<file path="src/xfsd_pkg.sv">
// Shared constants and types of the XOR float stream decoder.
package xfsd_pkg;

	localparam int unsigned BYTE_W     = 8;
	localparam int unsigned VALUE_W    = 64;
	localparam int unsigned FIRST_BITS = 64;
	localparam int unsigned HDR_BITS   = 11;
	localparam int unsigned WIDTH_BITS = 6;
	localparam int unsigned LEAD_BITS  = 5;
	localparam int unsigned COUNT_W    = 7;
	localparam int unsigned TRAIL_W    = 6;

	typedef struct packed {
		logic              valid;
		logic [BYTE_W-1:0] data;
	} head_t;

	typedef struct packed {
		logic [VALUE_W-1:0] value_bits;
		logic               header_error;
	} result_t;

endpackage

</file>
<file path="src/xfsd_if.sv">
// Stream channels of the decoder: byte input and decoded value output.
interface xfsd_byte_if;
	logic                         valid;
	logic                         ready;
	logic [xfsd_pkg::BYTE_W-1:0]  stream_byte;

	modport source(output valid, output stream_byte, input ready);
	modport sink(input valid, input stream_byte, output ready);
endinterface

interface xfsd_value_if;
	logic                         valid;
	logic                         ready;
	logic [xfsd_pkg::VALUE_W-1:0] value_bits;
	logic                         header_error;
	logic                         last_of_run;

	modport source(output valid, output value_bits, output header_error,
		output last_of_run, input ready);
	modport sink(input valid, input value_bits, input header_error,
		input last_of_run, output ready);
endinterface

</file>
<file path="src/xor_float_stream_decoder.sv">
// Top level of the XOR float stream decoder: byte queue and bit-serial back end.
//
// Rebuilds 64-bit double bit patterns from an XOR-compressed bit stream fed one
// byte per beat, bit 7 first. The back end parses one stream bit per cycle
// through the bit-serial parser, and a byte that completes several values
// yields one result beat per cycle, both while the output side keeps up: the
// parser stalls while a value is pending and the output register is held. A
// queue of QUEUE_DEPTH bytes takes new beats while the parser works, and a
// pending result register plus an output register let the parser continue
// while a finished value waits to be taken. The last value a byte completes
// carries last_of_run; with the output side ready it enters the output register
// as the byte's final bit is parsed, or, when that final bit completes the
// value, goes through the pending register first and then the output register.
module xor_float_stream_decoder #(
	parameter int unsigned QUEUE_DEPTH = 2
) (
	input  logic         clk,
	input  logic         arst_n,
	xfsd_byte_if.sink    bytes,
	xfsd_value_if.source values
);

	xfsd_pkg::head_t q_head;
	logic            q_pop;

	xfsd_queue #(
		.DEPTH(QUEUE_DEPTH)
	) u_queue (
		.clk   (clk),
		.arst_n(arst_n),
		.bytes (bytes),
		.pop   (q_pop),
		.head  (q_head)
	);

	xfsd_back u_back (
		.clk   (clk),
		.arst_n(arst_n),
		.head  (q_head),
		.pop   (q_pop),
		.values(values)
	);

	a_pop_needs_byte: assert property (@(posedge clk) disable iff (!arst_n)
		q_pop |-> q_head.valid)
		else $error("byte taken from an empty queue");

	a_full_has_head: assert property (@(posedge clk) disable iff (!arst_n)
		!bytes.ready |-> q_head.valid)
		else $error("queue refuses beats while empty");

	a_pop_frees_room: assert property (@(posedge clk) disable iff (!arst_n)
		(q_pop && !(bytes.valid && bytes.ready)) |=> bytes.ready)
		else $error("queue still full after a byte left");

endmodule

</file>
<file path="src/xfsd_queue.sv">
// Front end: accepts stream bytes into a short queue ahead of the bit parser.
module xfsd_queue #(
	parameter int unsigned DEPTH = 2
) (
	input  logic            clk,
	input  logic            arst_n,
	xfsd_byte_if.sink       bytes,
	input  logic            pop,
	output xfsd_pkg::head_t head
);

	localparam int unsigned PW = (DEPTH > 1) ? $clog2(DEPTH) : 1;
	localparam int unsigned CW = $clog2(DEPTH + 1);

	logic [xfsd_pkg::BYTE_W-1:0] mem_q [DEPTH];
	logic [PW-1:0]               wr_ptr_q;
	logic [PW-1:0]               rd_ptr_q;
	logic [CW-1:0]               cnt_q;
	logic                        push;

	assign bytes.ready = (cnt_q != CW'(DEPTH));
	assign push        = bytes.valid && bytes.ready;
	assign head.valid  = (cnt_q != '0);
	assign head.data   = mem_q[rd_ptr_q];

	always_ff @(posedge clk or negedge arst_n) begin
		if (!arst_n) begin
			wr_ptr_q <= '0;
			rd_ptr_q <= '0;
			cnt_q    <= '0;
		end else begin
			if (push) begin
				wr_ptr_q <= (wr_ptr_q == PW'(DEPTH - 1)) ? '0 : wr_ptr_q + 1'b1;
			end
			if (pop) begin
				rd_ptr_q <= (rd_ptr_q == PW'(DEPTH - 1)) ? '0 : rd_ptr_q + 1'b1;
			end
			cnt_q <= cnt_q + CW'(push) - CW'(pop);
		end
	end

	always_ff @(posedge clk) begin
		if (push) begin
			mem_q[wr_ptr_q] <= bytes.stream_byte;
		end
	end

endmodule

</file>
<file path="src/xfsd_back.sv">
// Back end: bit-serial parser, XOR reconstruction and result output stage.
module xfsd_back (
	input  logic            clk,
	input  logic            arst_n,
	input  xfsd_pkg::head_t head,
	output logic            pop,
	xfsd_value_if.source    values
);

	localparam int unsigned VW = xfsd_pkg::VALUE_W;
	localparam int unsigned CW = xfsd_pkg::COUNT_W;
	localparam int unsigned TW = xfsd_pkg::TRAIL_W;
	localparam int unsigned WB = xfsd_pkg::WIDTH_BITS;
	localparam int unsigned LB = xfsd_pkg::LEAD_BITS;

	typedef enum logic [2:0] {
		PH_FIRST,
		PH_CTRL1,
		PH_CTRL2,
		PH_HEADER,
		PH_DATA
	} phase_t;

	phase_t                      phase_q, phase_d;
	logic [VW-1:0]               shift_q, shift_d;
	logic [CW-1:0]               count_q, count_d;
	logic [CW-1:0]               width_q, width_d;
	logic [TW-1:0]               trail_q, trail_d;
	logic                        bad_q, bad_d;
	logic [VW-1:0]               prev_q, prev_d;

	logic [xfsd_pkg::BYTE_W-1:0] byte_q;
	logic [2:0]                  bit_idx_q;
	logic                        byte_valid_q;

	xfsd_pkg::result_t           pend_q;
	logic                        pend_valid_q;
	logic                        pend_last_q;
	xfsd_pkg::result_t           out_q;
	logic                        out_last_q;
	logic                        out_valid_q;

	logic                        bit_now;
	logic                        last_bit;
	logic                        out_free;
	logic                        step;
	logic                        push;
	logic                        push_last;
	logic                        res_hit;
	logic                        res_err;
	logic [VW-1:0]               sh;
	logic [CW-1:0]               cnt_inc;
	logic [WB-1:0]               hw;
	logic [LB-1:0]               hlead;
	logic [CW-1:0]               hwidth;
	logic [CW-1:0]               hsum;
	logic                        hbad;

	assign bit_now   = byte_q[bit_idx_q];
	assign last_bit  = (bit_idx_q == '0);
	assign out_free  = !out_valid_q || values.ready;
	assign step      = byte_valid_q && (out_free || !pend_valid_q);
	assign push      = out_free && pend_valid_q
		&& (pend_last_q || (step && (res_hit || last_bit)));
	assign push_last = pend_last_q || (step && last_bit && !res_hit);
	assign pop       = head.valid && (!byte_valid_q || (step && last_bit));

	assign values.valid        = out_valid_q;
	assign values.value_bits   = out_q.value_bits;
	assign values.header_error = out_q.header_error;
	assign values.last_of_run  = out_last_q;

	always_comb begin
		phase_d = phase_q;
		shift_d = shift_q;
		count_d = count_q;
		width_d = width_q;
		trail_d = trail_q;
		bad_d   = bad_q;
		prev_d  = prev_q;
		res_hit = 1'b0;
		res_err = 1'b0;
		sh      = {shift_q[VW-2:0], bit_now};
		cnt_inc = count_q + 1'b1;
		hw      = sh[WB-1:0];
		hlead   = sh[WB+LB-1:WB];
		hwidth  = (hw == '0) ? CW'(VW) : CW'(hw);
		hsum    = CW'(hlead) + hwidth;
		hbad    = (hsum > CW'(VW));
		case (phase_q)
			PH_FIRST: begin
				shift_d = sh;
				count_d = cnt_inc;
				if (cnt_inc >= CW'(xfsd_pkg::FIRST_BITS)) begin
					prev_d  = sh;
					shift_d = '0;
					count_d = '0;
					phase_d = PH_CTRL1;
					res_hit = 1'b1;
				end
			end
			PH_CTRL1: begin
				if (!bit_now) begin
					res_hit = 1'b1;
				end else begin
					phase_d = PH_CTRL2;
				end
			end
			PH_CTRL2: begin
				shift_d = '0;
				count_d = '0;
				if (bit_now) begin
					phase_d = PH_HEADER;
				end else if (width_q == '0) begin
					phase_d = PH_CTRL1;
					res_hit = 1'b1;
				end else begin
					phase_d = PH_DATA;
				end
			end
			PH_HEADER: begin
				shift_d = sh;
				count_d = cnt_inc;
				if (cnt_inc >= CW'(xfsd_pkg::HDR_BITS)) begin
					width_d = hwidth;
					bad_d   = hbad;
					trail_d = hbad ? '0 : TW'(CW'(VW) - hsum);
					shift_d = '0;
					count_d = '0;
					phase_d = PH_DATA;
				end
			end
			PH_DATA: begin
				shift_d = sh;
				count_d = cnt_inc;
				if (cnt_inc >= width_q) begin
					shift_d = '0;
					count_d = '0;
					phase_d = PH_CTRL1;
					res_hit = 1'b1;
					res_err = bad_q;
					if (!bad_q) begin
						prev_d = prev_q ^ (sh << trail_q);
					end
				end
			end
			default: begin
				phase_d = PH_FIRST;
			end
		endcase
	end

	always_ff @(posedge clk or negedge arst_n) begin
		if (!arst_n) begin
			phase_q      <= PH_FIRST;
			shift_q      <= '0;
			count_q      <= '0;
			width_q      <= '0;
			trail_q      <= '0;
			bad_q        <= 1'b0;
			prev_q       <= '0;
			byte_q       <= '0;
			bit_idx_q    <= '0;
			byte_valid_q <= 1'b0;
			pend_q       <= '0;
			pend_valid_q <= 1'b0;
			pend_last_q  <= 1'b0;
			out_q        <= '0;
			out_last_q   <= 1'b0;
			out_valid_q  <= 1'b0;
		end else begin
			if (step) begin
				phase_q <= phase_d;
				shift_q <= shift_d;
				count_q <= count_d;
				width_q <= width_d;
				trail_q <= trail_d;
				bad_q   <= bad_d;
				prev_q  <= prev_d;
			end
			if (pop) begin
				bit_idx_q <= 3'd7;
			end else if (step) begin
				bit_idx_q <= bit_idx_q - 1'b1;
			end
			if (pop) begin
				byte_q       <= head.data;
				byte_valid_q <= 1'b1;
			end else if (step && last_bit) begin
				byte_valid_q <= 1'b0;
			end
			if (step && res_hit) begin
				pend_q.value_bits   <= prev_d;
				pend_q.header_error <= res_err;
				pend_valid_q        <= 1'b1;
				pend_last_q         <= last_bit;
			end else if (push) begin
				pend_valid_q <= 1'b0;
				pend_last_q  <= 1'b0;
			end
			if (push) begin
				out_q       <= pend_q;
				out_last_q  <= push_last;
				out_valid_q <= 1'b1;
			end else if (values.ready) begin
				out_valid_q <= 1'b0;
			end
		end
	end

endmodule
</file>
<file path="src/flat_wrapper.sv">
// flat-port wrapper written by rule: the top's interface ports become plain ports
module xor_float_stream_decoder_flat 
#(
	parameter int unsigned QUEUE_DEPTH = 2
)
  (clk, arst_n, bytes_valid, bytes_stream_byte, bytes_ready, values_valid, values_value_bits, values_header_error, values_last_of_run, values_ready);
  xfsd_byte_if bytes_i ();
  xfsd_value_if values_i ();
  input  logic clk;
  input  logic arst_n;
  input wire logic [$bits(bytes_i.valid)-1:0] bytes_valid;
  input wire logic [$bits(bytes_i.stream_byte)-1:0] bytes_stream_byte;
  output wire logic [$bits(bytes_i.ready)-1:0] bytes_ready;
  output wire logic [$bits(values_i.valid)-1:0] values_valid;
  output wire logic [$bits(values_i.value_bits)-1:0] values_value_bits;
  output wire logic [$bits(values_i.header_error)-1:0] values_header_error;
  output wire logic [$bits(values_i.last_of_run)-1:0] values_last_of_run;
  input wire logic [$bits(values_i.ready)-1:0] values_ready;
  assign bytes_i.valid = bytes_valid;
  assign bytes_i.stream_byte = bytes_stream_byte;
  assign bytes_ready = bytes_i.ready;
  assign values_valid = values_i.valid;
  assign values_value_bits = values_i.value_bits;
  assign values_header_error = values_i.header_error;
  assign values_last_of_run = values_i.last_of_run;
  assign values_i.ready = values_ready;
  xor_float_stream_decoder #(.QUEUE_DEPTH(QUEUE_DEPTH)) u_core (.clk(clk), .arst_n(arst_n), .bytes(bytes_i), .values(values_i));
endmodule
</file>
<file path="config.mk">
export PLATFORM = sky130hd
export DESIGN_NAME = xor_float_stream_decoder_flat
export DESIGN_NICKNAME = d
export VERILOG_FILES = /design/src/xfsd_pkg.sv /design/src/xfsd_if.sv /design/src/xor_float_stream_decoder.sv /design/src/xfsd_queue.sv /design/src/xfsd_back.sv /design/src/flat_wrapper.sv
export SDC_FILE = /design/constraint.sdc
export NUM_CORES = 1
export LEC_CHECK = 0
export ABC_AREA = 1
export BUFFER_PORTS_ARGS = -buffer_cell sky130_fd_sc_hd__buf_2
export CELL_PAD_IN_SITES_DETAIL_PLACEMENT = 2
export CELL_PAD_IN_SITES_GLOBAL_PLACEMENT = 2
export CORE_ASPECT_RATIO = 0.7
export CORE_MARGIN = 3
export CORE_UTILIZATION = 32
export DETAILED_ROUTE_END_ITERATION = 10
export HOLD_SLACK_MARGIN = 0.05
export PLACE_DENSITY = 0.75
export SETUP_SLACK_MARGIN = 0.1
export SLEW_MARGIN = 15
export SYNTH_ARGS = -nofsm -noshare
export SYNTH_HDL_FRONTEND = slang
export SYNTH_SLANG_ARGS = --single-unit
</file>
<file path="constraint.sdc">
create_clock -name clk -period 2.95 [get_ports clk]
set_clock_uncertainty 0.15 [all_clocks]
set_input_delay 0.59 -clock clk [delete_from_list [all_inputs] [get_ports clk]]
set_output_delay 0.59 -clock clk [all_outputs]
set_load 0.02 [all_outputs]
</file>
== Word level (Yosys, flattened, before mapping) ==
Memories as Yosys holds them, arrays and structs flattened. A register that Yosys moved wholly into a read port is not among the register bits.
Cells that the tools add are included.

* Register bits: 293
* Memory bits (writable): 16
* Input bits: 12
* Output and inout port bits: 68
* Word-level logic and storage cells: 122
* Memories: 1

* $add $sub $neg: 8
* Magnitude comparators: 5
* Equality and inequality tests: 9
* Shifts and indexed selects: 1
* Multiplexer cells: 44
* Bitwise operators: 1
* Reduce and logical (&&, ||, !) cells: 33

{| class="wikitable"
|+ Memory list
! name !! words !! width !! read ports !! clocked after memory_dff !! wr ports !! line !! source
|-
| u_core.u_queue.mem_q || 2 || 8 || 1 || 1 || 1 || xfsd_queue.sv:15 || <nowiki>logic [xfsd_pkg::BYTE_W-1:0] mem_q [DEPTH];</nowiki>
|}

{| class="wikitable"
|+ Operators with widths
! kind !! number
|-
| $pmux W63 S4 || 1
|-
| $mux W64 || 3
|-
| $mux W63 || 3
|-
| $pmux W64 S2 || 1
|-
| $shl A64 B6 Y64 || 1
|-
| $xor A64 B64 Y64 || 1
|-
| $mux W7 || 4
|-
| $pmux W7 S4 || 1
|-
| $mux W3 || 8
|-
| $mux W1 || 19
|-
| $pmux W3 S5 || 1
|-
| $ne A2 B2 Y1 const B || 5
|-
| $reduce_bool A2 Y1 || 5
|-
| $logic_and A1 B1 Y1 || 9
|-
| $add A5 B7 Y7 || 1
|-
| $add A7 B1 Y7 const B || 1
|-
| $ge A7 B4 Y1 const B || 1
|-
| $ge A7 B7 Y1 || 1
|-
| $ge A7 B7 Y1 const B || 1
|-
| $gt A7 B7 Y1 const B || 1
|-
| $logic_not A7 Y1 || 1
|-
| $eq A3 B2 Y1 const B || 2
|-
| $logic_not A3 Y1 || 2
|-
| $logic_not A6 Y1 || 1
|-
| 17 further kinds || 27
|}

== Logic depth before layout (Yosys ltp) ==
Gate-level depths: netlist (run 1).

* Depth in word-level cells: 10
* Depth in mapped cells: 23
* Mapped depth without buffers: 22

== Cells and area by module ==
A second synthesis (run 1) with hierarchy kept.

* Cells, all modules: 2573
* Area total of the unflattened synthesis: 18443.9 um^2

{| class="wikitable"
|+ By module, submodules not included
! module !! instances !! cells each !! area each (um^2) !! sequential area each (um^2)
|-
| xfsd_back || 1 || 2521 || 17620.6 || 7432.1
|-
| xfsd_queue || 1 || 52 || 823.3 || 580.6
|}

== Worst setup path before layout (run 1) ==
OpenSTA, ideal clock, no wires.

* Path type: reg2reg
* From: register u_core.u_back.bit_idx_q[0]
* To: register u_core.u_back.trail_q[2]
* Library setup time: 101 ps
* Data arrival time: 2576 ps
* Data required time: 2699 ps
* Path slack: 123 ps
* Stages on the path, launching flop included: 19
* Path buffers: 0
* Period minus slack after synthesis: 2827 ps
* Cells stage by stage: dfrtp_1 > inv_2 > nand2_1 > nand3_1 > nand3_1 > nand2_2 > inv_1 > ha_1 > inv_1 > fa_1 > o31ai_1 > inv_1 > nor2_1 > nor2_1 > nor2_1 > nand2_1 > nand2_1 > nand2_1 > o32ai_1

* Cells in the longest elaborated chain, start to end: 7
* Elaborated cells on any way between the ends: 8
* Those cells by class: add/sub: 2; order compare: 1; mux: 4; reduce/logical: 1

{| class="wikitable"
|+ RTL lines
! element !! line !! source
|-
| from (decl) || xfsd_back.sv:33 || <nowiki>logic [2:0] bit_idx_q;</nowiki>
|-
| from (signal assigned) || xfsd_back.sv:184 || <nowiki>bit_idx_q <= bit_idx_q - 1'b1;</nowiki>
|-
| $bmux W1 S3 (*) || xfsd_back.sv:59 || <nowiki>assign bit_now = byte_q[bit_idx_q];</nowiki>
|-
| $mux W1 (implied by the code) (*) || xfsd_back.sv:59 ||
|-
| $logic_not A6 Y1 || xfsd_back.sv:87 || <nowiki>hwidth = (hw == '0) ? CW'(VW) : CW'(hw);</nowiki>
|-
| $mux W7 (*) || xfsd_back.sv:87 ||
|-
| via u_core.u_back.hwidth[0] || xfsd_back.sv:55 || <nowiki>logic [CW-1:0] hwidth;</nowiki>
|-
| $add A5 B7 Y7 (*) || xfsd_back.sv:88 || <nowiki>hsum = CW'(hlead) + hwidth;</nowiki>
|-
| $sub A1 B6 Y6 or $gt A7 B7 Y1 (tied branches) || xfsd_back.sv:127, xfsd_back.sv:89 ||
|-
| $mux W6 (*) || xfsd_back.sv:127 || <nowiki>trail_d = hbad ? '0 : TW'(CW'(VW) - hsum);</nowiki>
|-
| to (signal assigned) || xfsd_back.sv:177 || <nowiki>trail_q <= trail_d;</nowiki>
|-
| to (decl) || xfsd_back.sv:28 || <nowiki>logic [TW-1:0] trail_q, trail_d;</nowiki>
|}

Mark *: on every way through the listed nets, which the timed path passes. The rest lies on a longest branch. The select of a mux whose other input is x is not followed.
A chain may end at the register's enable or synchronous reset.

== Worst setup path after layout (run 1) ==
* From: register u_core.u_back.count_q[1]
* To: register u_core.u_back.prev_q[33]

* Cells in the longest elaborated chain, start to end: 4
* Elaborated cells on any way between the ends: 6
* Those cells by class: add/sub: 1; order compare: 2; mux: 3

{| class="wikitable"
|+ RTL lines
! element !! line !! source
|-
| from (decl) || xfsd_back.sv:26 || <nowiki>logic [CW-1:0] count_q, count_d;</nowiki>
|-
| from (signal assigned) || xfsd_back.sv:175 || <nowiki>count_q <= count_d;</nowiki>
|-
| $add A7 B1 Y7 (*) || xfsd_back.sv:84 || <nowiki>cnt_inc = count_q + 1'b1;</nowiki>
|-
| $ge A7 B7 Y1, on equally long branches || xfsd_back.sv:136, xfsd_back.sv:94 ||
|-
| $mux W64, on equally long branches || xfsd_back.sv:136, xfsd_back.sv:94 ||
|-
| $pmux W64 S2 (*) || xfsd_back.sv:90 || <nowiki>case (phase_q)</nowiki>
|-
| to (signal assigned) || xfsd_back.sv:179 || <nowiki>prev_q <= prev_d;</nowiki>
|-
| to (decl) || xfsd_back.sv:30 || <nowiki>logic [VW-1:0] prev_q, prev_d;</nowiki>
|}

Mark *: on every way between the ends. The rest lies on a longest branch, timed or not.

==> Implementation_results.wiki, run 1 <==
{| class="wikitable"
! Metric !! Value
|-
| Status || finished, violations left
|-
| Violations in the final reports || negative setup slack
|-
| # nets final || ~2900
|-
| Height of the chip || slightly above 200 um
|-
| Leading cell types by total area after synthesis || sky130_fd_sc_hd__dfrtp_1 41%, sky130_fd_sc_hd__nand2_1 20%, sky130_fd_sc_hd__nand3_1 8.6%
|-
| Floorplan core area || approximately 56000 um^2
|-
| Area enclosed by the die boundary || between 60000 and 70000 um^2
|-
| Setup_tns || -129320 ps
|-
| Cell count after synthesis || around 2600
|-
| Remaining DRCs || 0
|-
| Remaining max-slew budget at the tightest pin || 0.331
|-
| Worst Setup Path Type || reg -> reg
|-
| Worst-path clk slew || roughly 80 ps
|-
| Synth Cell Area || 18400 um^2
|-
| Total I/O pin count || 80
|-
| Ratio of cells with drive above 1 in the final layout || 0.299
|-
| Power per cell area || 1510 nW/um^2
|-
| Share of the clock period used by the worst path || 1.29
|-
| Final hold slack || ~68 ps
|-
| P&R area growth vs syn || 39.3%
|-
| Internal Dissipation || approximately 17 mW
|-
| Clock share of power || 0.128
|-
| Most used cells in the layout excluding fill and tap cells || 771 x sky130_fd_sc_hd__nand2_1, 293 x sky130_fd_sc_hd__dfrtp_1, 259 x sky130_fd_sc_hd__nand3_1
|-
| Vias in the first global route || around 24000
|-
| Port bufs || slightly below 80
|-
| Endpoints failing hold || 0
|-
| Final critical-path setup slack || -854 ps
|-
| CTS tree || done
|-
| Weighted congestion reported at the end of routability-driven placement || between 0.9 and 1
|-
| Critical path endpoint category || register
|-
| Vias after detailed routing || between 20000 and 25000
|-
| Commonest non-fill, non-tap cell in the layout || sky130_fd_sc_hd__nand2_1
|-
| Number of enable-type register cells in the synthesized netlist || 16
|-
| Insertion delay to the later sink of the worst-skew pair || between 600 and 700 ps
|-
| Worst EP required || roughly 3300 ps
|-
| Flop and latch count out of synthesis || around 320
|-
| Maximum capacitance violations || 0
|-
| Horiz. Die Dim || 293 um
|-
| Starting Density || 0.328
|-
| Buffer depth of the longest clock path || 3
|-
| Post-DP HPWL || 62100 um
|-
| Endpoint arrival time on the critical path || roughly 4200 ps
|-
| Syn_nets || between 2000 and 3000
|-
| Pins Over Slew Limit || 0
|-
| Synth unique cells || 43
|-
| Clock period minus final worst setup slack || approximately 3800 ps
|-
| CTS Buf Count || 36
|-
| First-pass iteration count of the detailed router || 5
|-
| Power share of the sequential group || 0.184
|-
| Vias per std cell || about 6.4
|-
| Sequential area share after synthesis || 0.435
|-
| Cell at the root of the clock tree || sky130_fd_sc_hd__clkbuf_16
|-
| Setup repair after global routing missed its margin || yes
|-
| P_sw || roughly 22 mW
|-
| Actual slew at the worst max-slew pin || 1000 ps
|-
| Largest net degree at the start of global routing || 84
|-
| Critical-path maximum fanout || 8
|-
| Peak supply drop || between 0.0006 and 0.0007 V
|-
| Share of the synthesized area in the top cell type || 0.409
|-
| Number of warning messages in the yosys log || 0
|-
| Number of clock sinks seen by CTS || 317
|-
| Number of DRC markers after the initial detailed-route iteration || ~2700
|-
| Number of antenna violations at the first check in global routing || 6
|-
| Part of the power in combinational logic || 0.688
|-
| Filler cell count in the final layout || between 6000 and 7000
|-
| GRT Residual Overflow || 0
|-
| Total wire length after detailed routing || approximately 130000 um
|-
| Fraction of power spent switching nets || 0.562
|-
| Final routed wire length divided by cell count || between 30 and 40 um
|-
| CP startpoint kind || register
|-
| HP Class || in -> reg
|-
| Total power || between 30 and 40 mW
|-
| Maximum level of the CTS H-tree || 2
|-
| Yosys top cell by area || sky130_fd_sc_hd__dfrtp_1
|-
| Average instance area after synthesis || 6.99 um^2
|-
| Ys flop type || sky130_fd_sc_hd__dfrtp_1
|-
| Global routing usage summed across all routing layers || 0.365
|-
| Async set or reset register ratio after synthesis || 0.950
|-
| Wire length of the first global-routing pass || about 170000 um
|-
| Setup violation total in the final timing report || about 280
|-
| Leakage || 12.4 nW
|-
| Detail Route Antenna Nets || 0
|-
| Achievable frequency || 0.263 GHz
|-
| Site row count || just over 70
|}
path summary, 6_finish.rpt:
| path | from | end | slack [ps] | cells after the start |
|---|---|---|---|---|
| worst min-delay path | bytes_stream_byte[3] | u_core.u_queue.mem_q[1][3]$_DFFE_PP_ | 70 | 1 |
| worst max-delay path | u_core.u_back.count_q[1]$_DFFE_PN0P_ | u_core.u_back.prev_q[33]$_DFFE_PN0P_ | -850 | 25 |
| max in group asynchronous | arst_n | u_core.u_back.bit_idx_q[1]$_DFFE_PN0P_ | 1310 | 3 |
| min in group asynchronous | arst_n | u_core.u_back.prev_q[16]$_DFFE_PN0P_ | 410 | 2 |
| worst min register to register | u_core.u_back.values.value_bits[55]$_DFFE_PN0P_ | u_core.u_back.values.value_bits[55]$_DFFE_PN0P_ | 330 | 2 |
| worst max register to register | u_core.u_back.count_q[1]$_DFFE_PN0P_ | u_core.u_back.prev_q[33]$_DFFE_PN0P_ | -850 | 25 |
what timing repair did:
item                       4_1_cts  5_1_grt
setup endpoints to repair      276      283
hold buffers                     2        4
buffers inserted                43       19
gates cloned                    28        3
pin swaps                      101       92
gates resized for setup        374      278
hold endpoints to repair        66        8
critical path, cell delays in order (launching register included):
cell and delay (ps):
sky130_fd_sc_hd__dfrtp_1 430, sky130_fd_sc_hd__buf_6 140, sky130_fd_sc_hd__buf_4 120, sky130_fd_sc_hd__buf_4 120, sky130_fd_sc_hd__nand3_2 130, sky130_fd_sc_hd__nor2_4 150, sky130_fd_sc_hd__nand2_1 140, sky130_fd_sc_hd__nand2_1 120
sky130_fd_sc_hd__nand3_1 100, sky130_fd_sc_hd__nand2_1 120, sky130_fd_sc_hd__inv_1 90, sky130_fd_sc_hd__nand2_2 90, sky130_fd_sc_hd__nand2_2 70, sky130_fd_sc_hd__nand2_4 100, sky130_fd_sc_hd__nand2_4 80, sky130_fd_sc_hd__buf_8 150
sky130_fd_sc_hd__nor2_8 140, sky130_fd_sc_hd__buf_12 150, sky130_fd_sc_hd__buf_12 110, sky130_fd_sc_hd__buf_16 140, sky130_fd_sc_hd__nand2_4 70, sky130_fd_sc_hd__o211ai_1 190, sky130_fd_sc_hd__nand3_2 140, sky130_fd_sc_hd__nand2_2 130
sky130_fd_sc_hd__nand2_2 60, sky130_fd_sc_hd__nand2_2 220
per-stage QoR:
step | cell area, um^2 | worst slack (ps) | instances | util
floorplan | 18400 | 123 | 2633 | -
global placement | 20900 | -256 | 3489 | 0.373
detailed placement | 20900 | -531 | 3489 | 0.373
CTS | 24400 | -286 | 3627 | 0.436
global route | 25600 | -879 | 3650 | 0.458
finish | 25600 | -854 | 3652 | 0.458
synthesized netlist by cell type (2+ instances only):
library cell / n
sky130_fd_sc_hd__a21boi_0: 3
sky130_fd_sc_hd__buf_2: 45
sky130_fd_sc_hd__nor2_1: 140
sky130_fd_sc_hd__o21ai_1: 35
sky130_fd_sc_hd__xnor2_1: 9
sky130_fd_sc_hd__or2_2: 9
sky130_fd_sc_hd__clkinv_1: 2
sky130_fd_sc_hd__nor4_1: 2
sky130_fd_sc_hd__o211ai_1: 14
sky130_fd_sc_hd__nand2_2: 4
sky130_fd_sc_hd__ha_1: 17
sky130_fd_sc_hd__inv_1: 183
sky130_fd_sc_hd__nand2_1: 991
sky130_fd_sc_hd__buf_4: 5
sky130_fd_sc_hd__buf_1: 29
sky130_fd_sc_hd__xor2_1: 16
sky130_fd_sc_hd__edfxtp_1: 16
sky130_fd_sc_hd__o22ai_1: 72
sky130_fd_sc_hd__nand4_1: 13
sky130_fd_sc_hd__nand3b_1: 9
sky130_fd_sc_hd__a31oi_1: 20
sky130_fd_sc_hd__nor3_1: 5
sky130_fd_sc_hd__inv_2: 5
sky130_fd_sc_hd__dfrtp_1: 301
sky130_fd_sc_hd__nand3_1: 318
sky130_fd_sc_hd__o21ai_0: 174
sky130_fd_sc_hd__nand2_4: 2
sky130_fd_sc_hd__clkbuf_1: 74
sky130_fd_sc_hd__buf_6: 8
sky130_fd_sc_hd__a21oi_1: 99
final cells by class:
type	instances	area, um^2	share of cell area
multi-input cells	1965	10900	0.425
flip-flops and latches	317	8030	0.313
repair buffers	371	3880	0.152
clock inverters	14	151	0.00590
diodes	2	5.00	0.000195
clock buffers	52	981	0.0383
inverters	190	752	0.0293
repair inverters	1	20.0	0.000781
well taps	740	926	0.0361
metal layers:
metal | GRT usage | share of wire
met5 | 0 | 0.00046
met3 | 0.0705 | 0.090
met2 | 0.602 | 0.45
met1 | 0.456 | 0.37
met4 | 0.201 | 0.092
state kept, by name, summed over array words and instances, names as in the netlist, 2 cells and up:
name                             cells
u_core.u_back.prev_q                64
u_core.u_back.width_q                7
u_core.u_back.count_q                7
u_core.u_back.shift_q               63
u_core.u_back.byte_q                 8
u_core.u_back.phase_q                3
u_core.u_back.trail_q                6
u_core.u_back.pend_q                65
u_core.u_back.values.value_bits     64
u_core.u_queue.mem_q                16
u_core.u_queue.cnt_q                 2
u_core.u_back.bit_idx_q              3
cell families (layout without fill, tap and decap cells):
family,after synthesis,count (layout),share of synthesized area
AO/OA/AOI/OAI,424,424,0.125
XOR/XNOR,25,25,0.0119
adder cells (fa/ha/maj),18,18,0.0126
buffers and inverters,351,628,0.0789
flip-flops,317,317,0.435
multiplexers,1,1,0.000544
other,0,2,0
AND/OR/NAND/NOR,1497,1497,0.335
power groups by stage:
stage / Sequential [mW] / Combinational (mW) / Clock (mW)
final: 7.12 / 26.7 / 4.97
after global routing: 7.14 / 27.2 / 5.09
after CTS: 6.73 / 21.9 / 4.64
after detailed placement: 6.71 / 17.2 / 0
after global placement: 6.59 / 16.5 / 0
after floorplan: 6.71 / 9.29 / 0
Power figures use the tool's default switching activity.
==> run 2, diff against run 1 <==
- ABC_AREA: 1 -> default
- CORE_UTILIZATION: 32 -> 37
==> Implementation_results.wiki, run 2 <==
{| class="wikitable"
! Metric !! Value
|-
| Cell type with the highest occurrence count on the critical path || sky130_fd_sc_hd__ha_4
|-
| Maximum level of the CTS H-tree || 2
|-
| Worst EP required || 3270 ps
|-
| Number of antenna violations at the first check in global routing || 6
|-
| Critical path endpoint category || register
|-
| Cell count after synthesis || between 1500 and 2000
|-
| Average instance area after synthesis || around 10 um^2
|-
| Dominant cell by count in the synthesized netlist || sky130_fd_sc_hd__dfrtp_1
|-
| Total I/O pin count || 80
|-
| Number of warning messages in the yosys log || 0
|-
| CTS Buf Count || 35
|-
| Worst reg2reg path startpoint || u_core.u_back.count_q[0]$_DFFE_PN0P_
|-
| Top cell types by occurrence after synthesis || 301 x sky130_fd_sc_hd__dfrtp_1, 200 x sky130_fd_sc_hd__nand2_1, 143 x sky130_fd_sc_hd__nor2_1
|-
| Number of cells on the worst hold path || 2
|-
| Buffer depth of the longest clock path || 3
|-
| Setup repair after global routing missed its margin || yes
|-
| Status || finished, violations left
|-
| Endpoint of the most critical register-to-register path || u_core.u_back.pend_q[49]$_DFFE_PN0P_
|-
| Flop and latch count out of synthesis || 317
|-
| Synth Cell Area || 19900 um^2
|-
| Global routing usage summed across all routing layers || 0.382
|-
| HP Start || u_core.u_back.pend_q[15]$_DFFE_PN0P_
|-
| Remaining max-slew budget at the tightest pin || 0.306
|-
| Sequential area share after synthesis || 0.402
|-
| Setup violation total in the final timing report || 284
|-
| Number of clock sinks seen by CTS || around 320
|-
| Setup_tns || -147190 ps
|-
| Most used cells in the layout excluding fill and tap cells || 425 x sky130_fd_sc_hd__buf_4, 294 x sky130_fd_sc_hd__dfrtp_1, 167 x sky130_fd_sc_hd__nand2_1
|-
| Vias after detailed routing || between 20000 and 25000
|-
| Site row count || 70
|-
| HP Class || reg -> reg
|-
| Final routed wire length divided by cell count || about 40 um
|-
| Violations in the final reports || negative setup slack
|-
| P&R area growth vs syn || 47.1%
|-
| Sequential cell area || roughly 8000 um^2
|-
| Power per cell area || about 1300 nW/um^2
|-
| Cell at the root of the clock tree || sky130_fd_sc_hd__clkbuf_16
|-
| Worst-path clk slew || 70 ps
|-
| First-pass iteration count of the detailed router || 6
|-
| Slowest library cell on the worst path || sky130_fd_sc_hd__dfrtp_2
|-
| CP startpoint kind || register
|-
| Minimum setup slack among reg-to-reg paths || -810 ps
|-
| Remaining DRCs || 0
|-
| CTS tree || done
|-
| Detail Route Antenna Nets || 0
|-
| Synth unique cells || 93
|-
| Floorplan core area || around 53000 um^2
|-
| Number of DRC markers after the initial detailed-route iteration || 2808
|-
| Weighted congestion reported at the end of routability-driven placement || around 0.98
|-
| Peak supply drop || roughly 0.00079 V
|-
| Critical-path maximum fanout || 7
|-
| Height of the chip || between 200 and 250 um
|-
| Endpoint arrival time on the critical path || between 4000 and 5000 ps
|-
| Wire length of the first global-routing pass || around 160000 um
|-
| Register with the highest flop count || u_core.u_back.pend_q
|-
| Vias in the first global route || 22700
|-
| Yosys top cell by area || sky130_fd_sc_hd__dfrtp_1
|-
| Vias per std cell || about 7
|-
| Actual slew at the worst max-slew pin || 1040 ps
|-
| Multi-input logic area || around 13000 um^2
|-
| Worst Setup Path Type || reg -> reg
|-
| Pins Over Slew Limit || 0
|-
| Horiz. Die Dim || around 280 um
|-
| Number of instances in the placed design || just over 3000
|-
| Port bufs || 79
|-
| Starting Density || 0.378
|-
| Syn_nets || 2008
|-
| Commonest non-fill, non-tap cell in the layout || sky130_fd_sc_hd__buf_4
|-
| Share of the clock period used by the worst path || 1.27
|-
| Leading cell types by total area after synthesis || sky130_fd_sc_hd__dfrtp_1 38%, sky130_fd_sc_hd__mux2_2 7.6%, sky130_fd_sc_hd__mux4_2 6.3%
|-
| Final hold slack || approximately 350 ps
|-
| Achievable frequency || about 0.27 GHz
|-
| Largest net degree at the start of global routing || 92
|-
| Endpoints failing hold || 0
|-
| # nets final || approximately 2500
|-
| Leakage || roughly 13 nW
|-
| Area enclosed by the die boundary || around 57000 um^2
|-
| Clock period minus final worst setup slack || about 3800 ps
|-
| GRT Residual Overflow || 0
|-
| Share of the synthesized area in the top cell type || 0.378
|-
| Depth of the most critical reg-to-reg path || 16
|-
| Filler cell count in the final layout || roughly 5100
|-
| Insertion delay to the later sink of the worst-skew pair || 610 ps
|-
| Number of enable-type register cells in the synthesized netlist || 16
|-
| Post-DP HPWL || around 70000 um
|-
| Async set or reset register ratio after synthesis || 0.950
|-
| Ratio of cells with drive above 1 in the final layout || 0.480
|-
| Filler-free cell count of the finished design || around 3200
|-
| Ys flop type || sky130_fd_sc_hd__dfrtp_1
|-
| Maximum capacitance violations || 0
|-
| Largest registers || u_core.u_back.pend_q: 65 flops, u_core.u_back.prev_q: 64 flops, u_core.u_back.values.value_bits: 64 flops
|-
| Number of flip-flops in the largest register || between 60 and 70
|-
| Final critical-path setup slack || -810 ps
|-
| Total wire length after detailed routing || between 100000 and 150000 um
|-
| Endpoint of the worst hold path || u_core.u_back.pend_q[15]$_DFFE_PN0P_
|-
| Highest cell delay on the worst timing path || roughly 430 ps
|-
| CP Cell Sequence || ha_4 > nand2_4 > or3_4 > and2_4 > clkinv_4 > ha_4 > inv_2 > o311a_4 > a211o_4 > a21oi_4 > buf_6 > o211ai_1 > buf_4 > mux2i_1 > a21oi_1 > a21o_1
|}
## run 2: kinds of logic after synthesis
group | Yosys count | share of synthesized area
AOI/OAI and AO/OA | 640 | 0.227
xor gates and xnor gates | 16 | 0.00703
adders and majority gates | 18 | 0.0117
buffers and inverters | 220 | 0.0511
DFF | 317 | 0.402
muxes | 278 | 0.192
and+or+nand+nor | 489 | 0.109
## run 2: area by class of cell
cell class / count / area share
Antenna cell: 2 / 0.000171
Clock buffer: 44 / 0.0320
Clock inverter: 19 / 0.00665
Inverter: 44 / 0.00653
Multi-Input combinational cell: 1441 / 0.444
Sequential cell: 317 / 0.274
Tap cell: 720 / 0.0307
Timing Repair Buffer: 654 / 0.206
## run 2: metal layers
metal	part of all wire	global-route usage	vias up
met1	0.38	0.506	11800
met5	0.00048	0	-
li1	-	-	8552
met4	0.064	0.148	8
met3	0.11	0.0881	566
met2	0.45	0.608	1651
## run 2: stage by stage
| stage | worst slack [ps] | instance area, um^2 | utilization | power (mW) |
|---|---|---|---|---|
| floorplan | -646 | 20200 | - | 16.2 |
| global placement | -613 | 24400 | 0.464 | 24.3 |
| detailed placement | -742 | 24400 | 0.464 | 25.3 |
| CTS | -539 | 27300 | 0.517 | 32.8 |
| global route | -873 | 29300 | 0.556 | 39.6 |
| finish | -810 | 29300 | 0.556 | 38.9 |
## run 2: how the worst max path moves through the flow
| stage | from | to | slack (ps) | cells past startpoint |
|---|---|---|---|---|
| after floorplan | u_core.u_back.count_q[0]$_DFFE_PN0P_ | u_core.u_back.pend_q[40]$_DFFE_PN0P_ | -650 | 18 |
| after detailed placement | u_core.u_back.count_q[1]$_DFFE_PN0P_ | u_core.u_back.pend_q[11]$_DFFE_PN0P_ | -740 | 13 |
| after CTS | u_core.u_back.count_q[1]$_DFFE_PN0P_ | u_core.u_back.values.value_bits[55]$_DFFE_PN0P_ | -540 | 17 |
| after global routing | u_core.u_back.count_q[0]$_DFFE_PN0P_ | u_core.u_back.pend_q[49]$_DFFE_PN0P_ | -870 | 16 |
| after global placement | u_core.u_back.trail_q[1]$_DFFE_PN0P_ | u_core.u_back.pend_q[60]$_DFFE_PN0P_ | -610 | 11 |
| final | u_core.u_back.count_q[0]$_DFFE_PN0P_ | u_core.u_back.pend_q[49]$_DFFE_PN0P_ | -810 | 16 |
## run 2: worst max-delay path: cells and delay by family (launching register included)
| family | cells | cell delay, ps |
|---|---|---|
| adders and majority gates | 2 | 350 |
| DFF | 1 | 430 |
| muxes | 1 | 230 |
| AOI/OAI and AO/OA | 6 | 1340 |
| buffers and inverters | 4 | 570 |
| and+or+nand+nor | 3 | 560 |
## run 2: timing repair
| action | 4_1_cts | 5_1_grt |
|---|---|---|
| hold buffers | 9 | 0 |
| buffers inserted | 42 | 74 |
| gates resized for setup | 233 | 295 |
| pin swaps | 52 | 94 |
| endpoints found under the hold margin | 73 | 0 |
| endpoints found under the setup margin | 280 | 284 |
| cloned | 8 | 8 |
## run 2: where the power goes
part / total (mW) / internal [mW] / switching [mW]
Combinational: 26.6 / 10.9 / 15.6
Clock: 4.76 / 2.48 / 2.27
Sequential: 7.60 / 5.72 / 1.88
Total: 38.9 / 19.1 / 19.8
